$ cat src/rtl/frst_pkg.sv
// Shared types and constants for the frame reassembly slot tracker.
package frst_pkg;

  localparam int SLOT_COUNT = 4;
  localparam int SLOT_W = (SLOT_COUNT > 1) ? $clog2(SLOT_COUNT) : 1;
  localparam logic [31:0] SMALL_FRAME_CAP = 32'h0000ffff;
  localparam logic [31:0] LARGE_FRAME_MARK = 32'hffff0000;

  localparam logic [1:0] ST_ACCEPTED = 2'd0;
  localparam logic [1:0] ST_SKIPPED = 2'd1;
  localparam logic [1:0] ST_OVERFLOW = 2'd2;

  localparam logic KIND_RECORD = 1'b0;
  localparam logic KIND_STATUS = 1'b1;

  typedef struct packed {
    logic [31:0] frame;
    logic [63:0] ftime;
    logic [15:0] position;
    logic [15:0] expected;
    logic [15:0] received;
    logic [15:0] range;
  } slot_t;

  // Per-cycle command from the controller to every cell.
  typedef struct packed {
    logic clear_all;
    logic clear_one;
    logic [SLOT_W-1:0] clear_idx;
    logic load;
    logic [SLOT_W-1:0] load_idx;
    slot_t load_val;
    logic add;
    logic [SLOT_W-1:0] add_idx;
    logic [15:0] add_cnt;
  } cell_cmd_t;

  typedef enum logic [2:0] {
    S_IDLE,
    S_SCAN,
    S_EVICT,
    S_COUNT,
    S_DELIVER,
    S_STATUS
  } state_t;

endpackage

$ cat src/rtl/frame_reassembly_slot_tracker_unit.sv
// Top level of the frame reassembly slot tracker: controller plus a chain of slot cells.
//
// channel  | signals                                   | handshake
// cfg      | cfg_we, cfg_wdata                         | written when cfg_we high
// in       | sender_position .. frame_time             | beat when start && !busy
// out      | item_kind .. last_item                    | beat when done high
//
// Paths from accept to next accept: foreign sender, a status beat; no slot, a status beat;
// joining packet, counted, plus its records when it completes; new frame, loaded into a free
// slot first; eviction, victim records before the load. At most SLOT_COUNT + 1 records.
// The slot search runs as one pass along the cell chain each cycle.
// Reset clears all slots at once; a frame counter wrap clears them on accept.
// Results cannot be stalled; one beat per done cycle.
module frame_reassembly_slot_tracker_unit (
  input  logic        clk,
  input  logic        rst,
  input  logic        start,
  output logic        busy,
  input  logic        cfg_we,
  input  logic [15:0] cfg_wdata,
  input  logic [15:0] sender_position,
  input  logic [31:0] frame_number,
  input  logic [15:0] frame_total_points,
  input  logic [15:0] packet_point_count,
  input  logic [15:0] range_mode,
  input  logic [63:0] frame_time,
  output logic        done,
  output logic        item_kind,
  output logic [1:0]  packet_status,
  output logic [31:0] out_frame,
  output logic [63:0] out_time,
  output logic [15:0] out_position,
  output logic [15:0] out_expected,
  output logic [15:0] out_received,
  output logic [15:0] out_range,
  output logic        frame_complete,
  output logic        last_item
);
  import frst_pkg::*;

  cell_cmd_t cmd;
  logic [31:0] key_frame, lim_frame;
  logic [SLOT_W-1:0] excl_idx, rd_idx, tgt_idx;
  logic excl_en;
  slot_t slots [SLOT_COUNT];

  logic              m_c [SLOT_COUNT+1];
  logic [SLOT_W-1:0] mi_c [SLOT_COUNT+1];
  logic              f_c [SLOT_COUNT+1];
  logic [SLOT_W-1:0] fi_c [SLOT_COUNT+1];
  logic              o_c [SLOT_COUNT+1];
  logic [SLOT_W-1:0] oi_c [SLOT_COUNT+1];
  logic [31:0]       of_c [SLOT_COUNT+1];
  logic              d_c [SLOT_COUNT+1];
  logic [SLOT_W-1:0] di_c [SLOT_COUNT+1];
  logic [31:0]       df_c [SLOT_COUNT+1];

  assign m_c[0] = 1'b0;
  assign mi_c[0] = '0;
  assign f_c[0] = 1'b0;
  assign fi_c[0] = '0;
  assign o_c[0] = 1'b0;
  assign oi_c[0] = '0;
  assign of_c[0] = '0;
  assign d_c[0] = 1'b0;
  assign di_c[0] = '0;
  assign df_c[0] = '0;

  for (genvar g = 0; g < SLOT_COUNT; g++) begin : g_cell
    frst_cell u_cell (
      .clk, .rst,
      .idx(SLOT_W'(g)),
      .cmd, .key_frame, .lim_frame, .excl_idx, .excl_en,
      .match_in(m_c[g]), .match_idx_in(mi_c[g]),
      .free_in(f_c[g]), .free_idx_in(fi_c[g]),
      .old_in(o_c[g]), .old_idx_in(oi_c[g]), .old_frame_in(of_c[g]),
      .del_in(d_c[g]), .del_idx_in(di_c[g]), .del_frame_in(df_c[g]),
      .match_out(m_c[g+1]), .match_idx_out(mi_c[g+1]),
      .free_out(f_c[g+1]), .free_idx_out(fi_c[g+1]),
      .old_out(o_c[g+1]), .old_idx_out(oi_c[g+1]), .old_frame_out(of_c[g+1]),
      .del_out(d_c[g+1]), .del_idx_out(di_c[g+1]), .del_frame_out(df_c[g+1]),
      .slot(slots[g])
    );
  end

  frst_ctrl u_ctrl (
    .clk, .rst, .start, .busy, .cfg_we, .cfg_wdata,
    .sender_position, .frame_number, .frame_total_points,
    .packet_point_count, .range_mode, .frame_time,
    .cmd, .key_frame, .lim_frame, .excl_idx, .excl_en,
    .match_f(m_c[SLOT_COUNT]), .match_idx(mi_c[SLOT_COUNT]),
    .free_f(f_c[SLOT_COUNT]), .free_idx(fi_c[SLOT_COUNT]),
    .old_f(o_c[SLOT_COUNT]), .old_idx(oi_c[SLOT_COUNT]),
    .del_f(d_c[SLOT_COUNT]), .del_idx(di_c[SLOT_COUNT]),
    .sel_slot(slots[rd_idx]), .tgt_slot(slots[tgt_idx]),
    .rd_idx, .tgt_idx,
    .done, .item_kind, .packet_status, .out_frame, .out_time, .out_position,
    .out_expected, .out_received, .out_range, .frame_complete, .last_item
  );

  a_idle_quiet: assert property (@(posedge clk) disable iff (rst) !busy |-> !done)
    else $error("result beat while idle");
  a_last_ends: assert property (@(posedge clk) disable iff (rst)
    (done && last_item) |=> !done)
    else $error("beat after last item");
  a_status_last: assert property (@(posedge clk) disable iff (rst)
    (done && item_kind) |-> last_item)
    else $error("status beat not last");

endmodule

$ cat src/rtl/frst_cell.sv
// One slot cell: stores a slot and folds it into the running search that passes along the chain.
module frst_cell (
  input  logic                       clk,
  input  logic                       rst,
  input  logic [frst_pkg::SLOT_W-1:0] idx,
  input  frst_pkg::cell_cmd_t        cmd,
  input  logic [31:0]                key_frame,
  input  logic [31:0]                lim_frame,
  input  logic [frst_pkg::SLOT_W-1:0] excl_idx,
  input  logic                       excl_en,
  // chain in
  input  logic                       match_in,
  input  logic [frst_pkg::SLOT_W-1:0] match_idx_in,
  input  logic                       free_in,
  input  logic [frst_pkg::SLOT_W-1:0] free_idx_in,
  input  logic                       old_in,
  input  logic [frst_pkg::SLOT_W-1:0] old_idx_in,
  input  logic [31:0]                old_frame_in,
  input  logic                       del_in,
  input  logic [frst_pkg::SLOT_W-1:0] del_idx_in,
  input  logic [31:0]                del_frame_in,
  // chain out
  output logic                       match_out,
  output logic [frst_pkg::SLOT_W-1:0] match_idx_out,
  output logic                       free_out,
  output logic [frst_pkg::SLOT_W-1:0] free_idx_out,
  output logic                       old_out,
  output logic [frst_pkg::SLOT_W-1:0] old_idx_out,
  output logic [31:0]                old_frame_out,
  output logic                       del_out,
  output logic [frst_pkg::SLOT_W-1:0] del_idx_out,
  output logic [31:0]                del_frame_out,
  output frst_pkg::slot_t            slot
);
  import frst_pkg::*;

  logic in_use;
  logic is_match, is_old, is_del;

  always_ff @(posedge clk) begin
    if (rst || cmd.clear_all || (cmd.clear_one && cmd.clear_idx == idx)) begin
      slot <= '0;
    end else if (cmd.load && cmd.load_idx == idx) begin
      slot <= cmd.load_val;
    end else if (cmd.add && cmd.add_idx == idx) begin
      slot.received <= slot.received + cmd.add_cnt;
    end
  end

  assign in_use = (slot.expected != 16'd0);
  assign is_match = in_use && slot.frame == key_frame;
  // eviction victim: any slot (free ones included) below the key frame
  assign is_old = slot.frame < key_frame;
  // delivery candidate: in use, below limit, not the finishing slot
  assign is_del = in_use && slot.frame < lim_frame && !(excl_en && excl_idx == idx);

  always_comb begin
    match_out = match_in;
    match_idx_out = match_idx_in;
    if (!match_in && is_match) begin
      match_out = 1'b1;
      match_idx_out = idx;
    end
    free_out = free_in;
    free_idx_out = free_idx_in;
    if (!in_use) begin
      free_out = 1'b1;
      free_idx_out = idx;
    end
    old_out = old_in;
    old_idx_out = old_idx_in;
    old_frame_out = old_frame_in;
    if (is_old && (!old_in || slot.frame < old_frame_in)) begin
      old_out = 1'b1;
      old_idx_out = idx;
      old_frame_out = slot.frame;
    end
    del_out = del_in;
    del_idx_out = del_idx_in;
    del_frame_out = del_frame_in;
    if (is_del && (!del_in || slot.frame < del_frame_in)) begin
      del_out = 1'b1;
      del_idx_out = idx;
      del_frame_out = slot.frame;
    end
  end

endmodule

$ cat src/rtl/frst_ctrl.sv
// Sequencer: binding, wrap detect, slot choice, counting and delivery.
module frst_ctrl (
  input  logic                       clk,
  input  logic                       rst,
  input  logic                       start,
  output logic                       busy,
  input  logic                       cfg_we,
  input  logic [15:0]                cfg_wdata,
  input  logic [15:0]                sender_position,
  input  logic [31:0]                frame_number,
  input  logic [15:0]                frame_total_points,
  input  logic [15:0]                packet_point_count,
  input  logic [15:0]                range_mode,
  input  logic [63:0]                frame_time,
  output frst_pkg::cell_cmd_t        cmd,
  output logic [31:0]                key_frame,
  output logic [31:0]                lim_frame,
  output logic [frst_pkg::SLOT_W-1:0] excl_idx,
  output logic                       excl_en,
  input  logic                       match_f,
  input  logic [frst_pkg::SLOT_W-1:0] match_idx,
  input  logic                       free_f,
  input  logic [frst_pkg::SLOT_W-1:0] free_idx,
  input  logic                       old_f,
  input  logic [frst_pkg::SLOT_W-1:0] old_idx,
  input  logic                       del_f,
  input  logic [frst_pkg::SLOT_W-1:0] del_idx,
  input  frst_pkg::slot_t            sel_slot,
  input  frst_pkg::slot_t            tgt_slot,
  output logic [frst_pkg::SLOT_W-1:0] rd_idx,
  output logic [frst_pkg::SLOT_W-1:0] tgt_idx,
  output logic                       done,
  output logic                       item_kind,
  output logic [1:0]                 packet_status,
  output logic [31:0]                out_frame,
  output logic [63:0]                out_time,
  output logic [15:0]                out_position,
  output logic [15:0]                out_expected,
  output logic [15:0]                out_received,
  output logic [15:0]                out_range,
  output logic                       frame_complete,
  output logic                       last_item
);
  import frst_pkg::*;

  state_t state, state_next;
  logic [15:0] code;
  logic [15:0] bound;
  logic [31:0] newest;
  logic [15:0] r_sender, r_total, r_count, r_range;
  logic [31:0] r_frame;
  logic [63:0] r_time;
  logic [SLOT_W-1:0] tgt;
  logic [1:0] status;
  logic after_evict; // delivering a victim, then load the new frame
  logic any_out;

  logic wrap, bound_unk, foreign;
  logic [16:0] sum;
  logic emit_rec;
  logic evict_tail;

  assign busy = (state != S_IDLE);
  assign wrap = (frame_number < SMALL_FRAME_CAP) && (newest > LARGE_FRAME_MARK);
  assign bound_unk = wrap ? 1'b1 : (bound == code);
  assign foreign = !bound_unk && (bound != sender_position);
  assign key_frame = r_frame;
  assign tgt_idx = tgt;
  assign sum = {1'b0, tgt_slot.received} + {1'b0, r_count};
  assign excl_idx = tgt;
  assign excl_en = 1'b1;
  // after an eviction the victim itself is the limit; otherwise the finished slot
  assign lim_frame = tgt_slot.frame;
  assign rd_idx = del_f ? del_idx : tgt;
  // reloaded frame completes on this very packet
  assign evict_tail = (r_total != 16'd0) && (r_count == r_total);

  always_ff @(posedge clk) begin
    if (rst) begin
      code <= 16'hffff;
    end else if (cfg_we) begin
      code <= cfg_wdata;
    end
  end

  always_ff @(posedge clk) begin
    if (rst) begin
      state <= S_IDLE;
      bound <= 16'hffff;
      newest <= '0;
      status <= ST_SKIPPED;
      after_evict <= 1'b0;
      any_out <= 1'b0;
      tgt <= '0;
    end else begin
      state <= state_next;
      case (state)
        S_IDLE: begin
          if (start) begin
            r_sender <= sender_position;
            r_frame <= frame_number;
            r_total <= frame_total_points;
            r_count <= packet_point_count;
            r_range <= range_mode;
            r_time <= frame_time;
            status <= ST_SKIPPED;
            any_out <= 1'b0;
            after_evict <= 1'b0;
            if (wrap) begin
              newest <= '0;
              bound <= code;
            end
            if (!foreign) begin
              if (bound_unk && sender_position != code) bound <= sender_position;
              if ((wrap ? 32'd0 : newest) < frame_number) newest <= frame_number;
            end
          end
        end
        S_SCAN: begin
          if (match_f) tgt <= match_idx;
          else if (free_f) tgt <= free_idx;
          else if (old_f) begin
            tgt <= old_idx;
            after_evict <= 1'b1;
            // the new frame starts empty, so its status is known before the victim goes out
            if (r_total == 16'd0) status <= ST_SKIPPED;
            else if (r_count > r_total) status <= ST_OVERFLOW;
            else status <= ST_ACCEPTED;
          end
        end
        S_DELIVER: begin
          any_out <= 1'b1;
          if (!del_f && after_evict) after_evict <= 1'b0;
        end
        S_COUNT: begin
          if (r_total != 16'd0) begin
            status <= (sum > {1'b0, tgt_slot.expected}) ? ST_OVERFLOW : ST_ACCEPTED;
          end
        end
        default: ;
      endcase
    end
  end

  always_comb begin
    state_next = state;
    case (state)
      S_IDLE:
        if (start) state_next = (foreign && !wrap) ? S_STATUS : S_SCAN;
      S_SCAN:
        if (match_f) state_next = S_COUNT;
        else if (free_f) state_next = S_EVICT;
        else if (old_f) state_next = S_DELIVER;
        else state_next = S_STATUS;
      S_EVICT: state_next = S_COUNT;
      S_DELIVER:
        if (!del_f) state_next = after_evict ? S_EVICT : S_IDLE;
      S_COUNT:
        if (r_total != 16'd0 && sum <= {1'b0, tgt_slot.expected}
            && sum[15:0] == tgt_slot.expected)
          state_next = S_DELIVER;
        else if (any_out) state_next = S_IDLE;
        else state_next = S_STATUS;
      S_STATUS: state_next = S_IDLE;
      default: state_next = S_IDLE;
    endcase
  end

  // last record of a delivery run ends the step unless the reloaded frame completes too
  assign emit_rec = (state == S_DELIVER);

  always_comb begin
    cmd = '0;
    cmd.clear_all = (state == S_IDLE) && start && wrap;
    cmd.load_val.frame = r_frame;
    cmd.load_val.ftime = r_time;
    cmd.load_val.position = r_sender;
    cmd.load_val.expected = r_total;
    cmd.load_val.received = 16'd0;
    cmd.load_val.range = r_range;
    cmd.load = (state == S_EVICT);
    cmd.load_idx = tgt;
    cmd.add_idx = tgt;
    cmd.add_cnt = r_count;
    cmd.add = (state == S_COUNT) && r_total != 16'd0 && sum <= {1'b0, tgt_slot.expected};
    cmd.clear_one = emit_rec;
    cmd.clear_idx = rd_idx;
  end

  always_comb begin
    done = 1'b0;
    item_kind = KIND_RECORD;
    packet_status = status;
    out_frame = '0;
    out_time = '0;
    out_position = '0;
    out_expected = '0;
    out_received = '0;
    out_range = '0;
    frame_complete = 1'b0;
    last_item = 1'b0;
    if (emit_rec) begin
      done = 1'b1;
      out_frame = sel_slot.frame;
      out_time = sel_slot.ftime;
      out_position = sel_slot.position;
      out_expected = sel_slot.expected;
      out_received = sel_slot.received;
      out_range = sel_slot.range;
      frame_complete = (sel_slot.received == sel_slot.expected);
      last_item = !del_f && !(after_evict && evict_tail);
    end else if (state == S_STATUS) begin
      done = 1'b1;
      item_kind = KIND_STATUS;
      last_item = 1'b1;
    end
  end

endmodule
$ cat config.mk
export PLATFORM = sky130hd
export DESIGN_NAME = frame_reassembly_slot_tracker_unit
export DESIGN_NICKNAME = d
export VERILOG_FILES = /design/src/rtl/frst_pkg.sv /design/src/rtl/frame_reassembly_slot_tracker_unit.sv /design/src/rtl/frst_cell.sv /design/src/rtl/frst_ctrl.sv
export SDC_FILE = /design/constraint.sdc
export NUM_CORES = 2
export LEC_CHECK = 0
export BUFFER_PORTS_ARGS = -buffer_cell sky130_fd_sc_hd__clkbuf_2
export CAP_MARGIN = 10
export CORE_MARGIN = 3
export CORE_UTILIZATION = 25
export DETAILED_ROUTE_END_ITERATION = 16
export PLACE_DENSITY = 0.48
export SLEW_MARGIN = 20
export SYNTH_ARGS = -nofsm -noshare
export SYNTH_HDL_FRONTEND = slang
export SYNTH_SLANG_ARGS = --single-unit
$ cat constraint.sdc
create_clock -name clk -period 15.8 [get_ports clk]
set_clock_uncertainty 0.2 [all_clocks]
set_input_delay 0.79 -clock clk [delete_from_list [all_inputs] [get_ports clk]]
set_output_delay 0.79 -clock clk [all_outputs]
set_load 0.1 [all_outputs]
==> results.json <==
{
  "ys_top_cells_by_area": "dfxtp_1, ha_1, nand2_1, edfxtp_1, a21oi_1",
  "fin_cells": 9540,
  "gp_congestion": 0.947,
  "hold_start": "range_mode[1]",
  "combinationalPowerShare_pct": 31.2,
  "power.switching_w": 0.00285,
  "cpPeakStageDelay_ns": 0.64,
  "start_kind": "flop",
  "area_growth_syn_to_layout_pct": 20.1,
  "grt_use_total_pct": 20.4,
  "p_leak_nw": 24.5,
  "end_kind": "primary output",
  "r2r_start": "u_ctrl.key_frame[18]$_DFFE_PP_",
  "netlist_area_um2": 52600,
  "cts_buffers": 103,
  "cts_buffer_depth": 3,
  "dp.cells": 9216,
  "maxSlewHeadroom_pct": 23.9,
  "rsz0062_at_grt": "false",
  "start_util_pct": 25.3,
  "crit_slowest_cell": "dfxtp_4",
  "drtIter0Drc": 4829,
  "outcome": "completed",
  "fin_crit_sh_pct": 94.0,
  "finalMaxSlewViolations": 0,
  "vias": 49600,
  "port_buffers": 346,
  "seqPwrFrac_pct": 33.6,
  "synth-seq-cells": 873,
  "drive_above_1_share_pct": 13.5,
  "synth_common_cells": "nand2_1, a21oi_1, dfxtp_1, ha_1, clkbuf_1",
  "finalSetupTns_ns": 0,
  "crit_type": "reg -> out",
  "drcViolationCount": 0,
  "grt_overflow_total": 0,
  "antenna_found_initial": 14,
  "vdd_drop_max_v": 0.000254,
  "synth_flop_cell": "dfxtp_1",
  "wl_per_cell_um": 24.1,
  "core_area_um2": 208000,
  "htree_levels": 3,
  "required_ns": 14.81,
  "nets": 7415,
  "synth_top_area_share_pct": 27.1,
  "first_pass_iters": 9,
  "cts_tree": "built",
  "max_freq_mhz": 67.4,
  "power.density_nw_per_um2": 116,
  "pre_cts_ws_ns": 0.858,
  "power_frac_clock_pct": 35.2,
  "async_flop_share_pct": 0,
  "avgViaCountPerCell": 5.20,
  "switching_share_pct": 38.9,
  "hold_class": "in -> reg",
  "fp-row-count": 167,
  "syn-instance-count": 6252,
  "internal_power_w": 0.00448,
  "ys_types": 85,
  "grt_max_degree": 116,
  "max_cap_viol_count": 0,
  "clk_latency_ns": 0.76,
  "path_common_cell": "a21oi_1",
  "final-setup-viol-count": 0,
  "critPathMaxFanout": 36,
  "yosysWarnings": 0,
  "design.die.area_um2": 216000,
  "yosysMostFrequentCell": "nand2_1",
  "wirelength_um": 229000,
  "grt_pass1_wl_um": 333000,
  "syn_nets": 7014,
  "tightest_slew_ns": 1.13,
  "seq_area_frac_synth_pct": 36.2,
  "period_needed_ns": 14.85,
  "clockRootBuffer": "clkbuf_16",
  "die_w_um": 465,
  "crit_arrival_ns": 13.86,
  "path_clk_slew_ns": 0.06,
  "synth.largest_area_cell": "dfxtp_1",
  "cts.sinks": 873,
  "synth_edf_count": 160,
  "crit_path_start": "u_ctrl.excl_idx[0]$_SDFFE_PP0P_",
  "avgSynthCellArea_um2": 8.42,
  "dp_hpwl_um": 160000,
  "fin_ws_ns": 0.954,
  "pin_count": 347,
  "hold_violations": 0,
  "die_h_um": 465,
  "ant_nets": 0,
  "grt_pass1_vias": 47800
}
cell families (layout without fill, tap and decap cells):
group / Yosys count / count (layout) / synth area share, %
AND/OR/NAND/NOR: 2200 / 2201 / 18.1
AO/OA/AOI/OAI: 1680 / 1681 / 19.6
adder cells (fa/ha/maj): 582 / 582 / 13.9
other: 0 / 8 / 0
flip-flops: 873 / 873 / 36.2
XOR/XNOR: 125 / 125 / 2.08
multiplexers: 213 / 213 / 5.94
buffers and inverters: 579 / 1069 / 4.23
metrics by stage:
| stage | util [%] | total power [W] | area [um2] | hold slack [ns] |
|---|---|---|---|---|
| detailed placement | 28.0 | 0.00475 | 58300 | 0.246 |
| global route | 30.3 | 0.00761 | 63200 | 0.0258 |
| global placement | 28.0 | 0.00475 | 58300 | 0.241 |
| floorplan | - | 0.00385 | 52600 | 0.236 |
| finish | 30.3 | 0.00733 | 63200 | 0.0489 |
| CTS | 30.3 | 0.00738 | 63100 | 0.000617 |
placed cells by master (no fill, tap or decap), drive strengths merged, types with 73 or more instances in the layout:
cell         Yosys  routed
o21ai          164     164
a21oi          948     948
edfxtp         160     160
inv            227     233
a222oi         103     103
nand2         1433    1433
nand4          111     111
mux4            73      73
dfxtp          713     713
nor2           275     275
ha             577     577
dlygate4sd3      0     109
mux2i           77      77
nor2b          108     109
clkbuf         297     495
a21o           120     120
buf             53     190
xnor2           76      76
sequential cells by signal, indices dropped and copies added (netlist names):
name,flops
g_cell.u_cell.slot,640
u_ctrl.after_evict,1
u_ctrl.any_out,1
u_ctrl.bound,16
u_ctrl.code,16
u_ctrl.excl_idx,2
u_ctrl.key_frame,32
u_ctrl.newest,32
u_ctrl.packet_status,2
u_ctrl.r_count,16
u_ctrl.r_range,16
u_ctrl.r_sender,16
u_ctrl.r_time,64
u_ctrl.r_total,16
u_ctrl.state,3
area by class of cell:
class / instances / area (um2)
multi-input combinational: 4802 / 31600
clock inverter: 46 / 609
antenna: 8 / 20.0
timing repair buffer: 644 / 4450
tap: 2788 / 3490
fill: 22100 / 145000
clock buffer: 150 / 3050
sequential: 873 / 19100
inverter: 229 / 860
per-layer routing:
metal / share of wire (%) / vias up / track usage (%) / routed length (um)
met5: 0.017 / - / 0 / 39
met4: 4.8 / 6 / 9.46 / 11100
met3: 6.3 / 396 / 3.07 / 14400
met2: 45 / 1838 / 32.5 / 104000
met1: 44 / 24100 / 27.0 / 100000
li1: - / 23200 / - / -
power groups by stage:
stage               logic [W]  clock network [W]  registers, W
floorplan             0.00139                  0       0.00246
global placement      0.00224                  0       0.00251
detailed placement    0.00224                  0       0.00251
CTS                   0.00227            0.00264       0.00247
global route          0.00240            0.00273       0.00247
finish                0.00229            0.00258       0.00246
critical path, delay by kind of cell, from the launching register on:
kind / cells / cell delay [ns]
buf+inv: 8 / 2.25
simple gates: 5 / 1.33
xor+xnor: 1 / 0.16
mux: 3 / 1.49
fa+ha+maj: 4 / 1.23
flops: 1 / 0.64
compound gates: 25 / 5.91
worst paths after layout:
path / depth (start not counted) / slack [ns] / to
setup / recovery: 46 / 0.95 / frame_complete
hold / removal: 1 / 0.05 / u_ctrl.r_range[1]$_DFFE_PP_
setup reg to reg: 50 / 2.25 / u_ctrl.excl_idx[0]$_SDFFE_PP0P_
hold reg to reg: 2 / 0.25 / g_cell[0].u_cell.slot[85]$_SDFFE_PP0P_
what timing repair did:
action,4_1_cts,5_1_grt
endpoints found under the setup margin,1,147
setup buffers,0,9
endpoints found under the hold margin,109,0
gates resized for setup,2,4
hold buffers,109,0
pin swaps,1,0
cloned,1,1
Power figures use the tool's default switching activity.
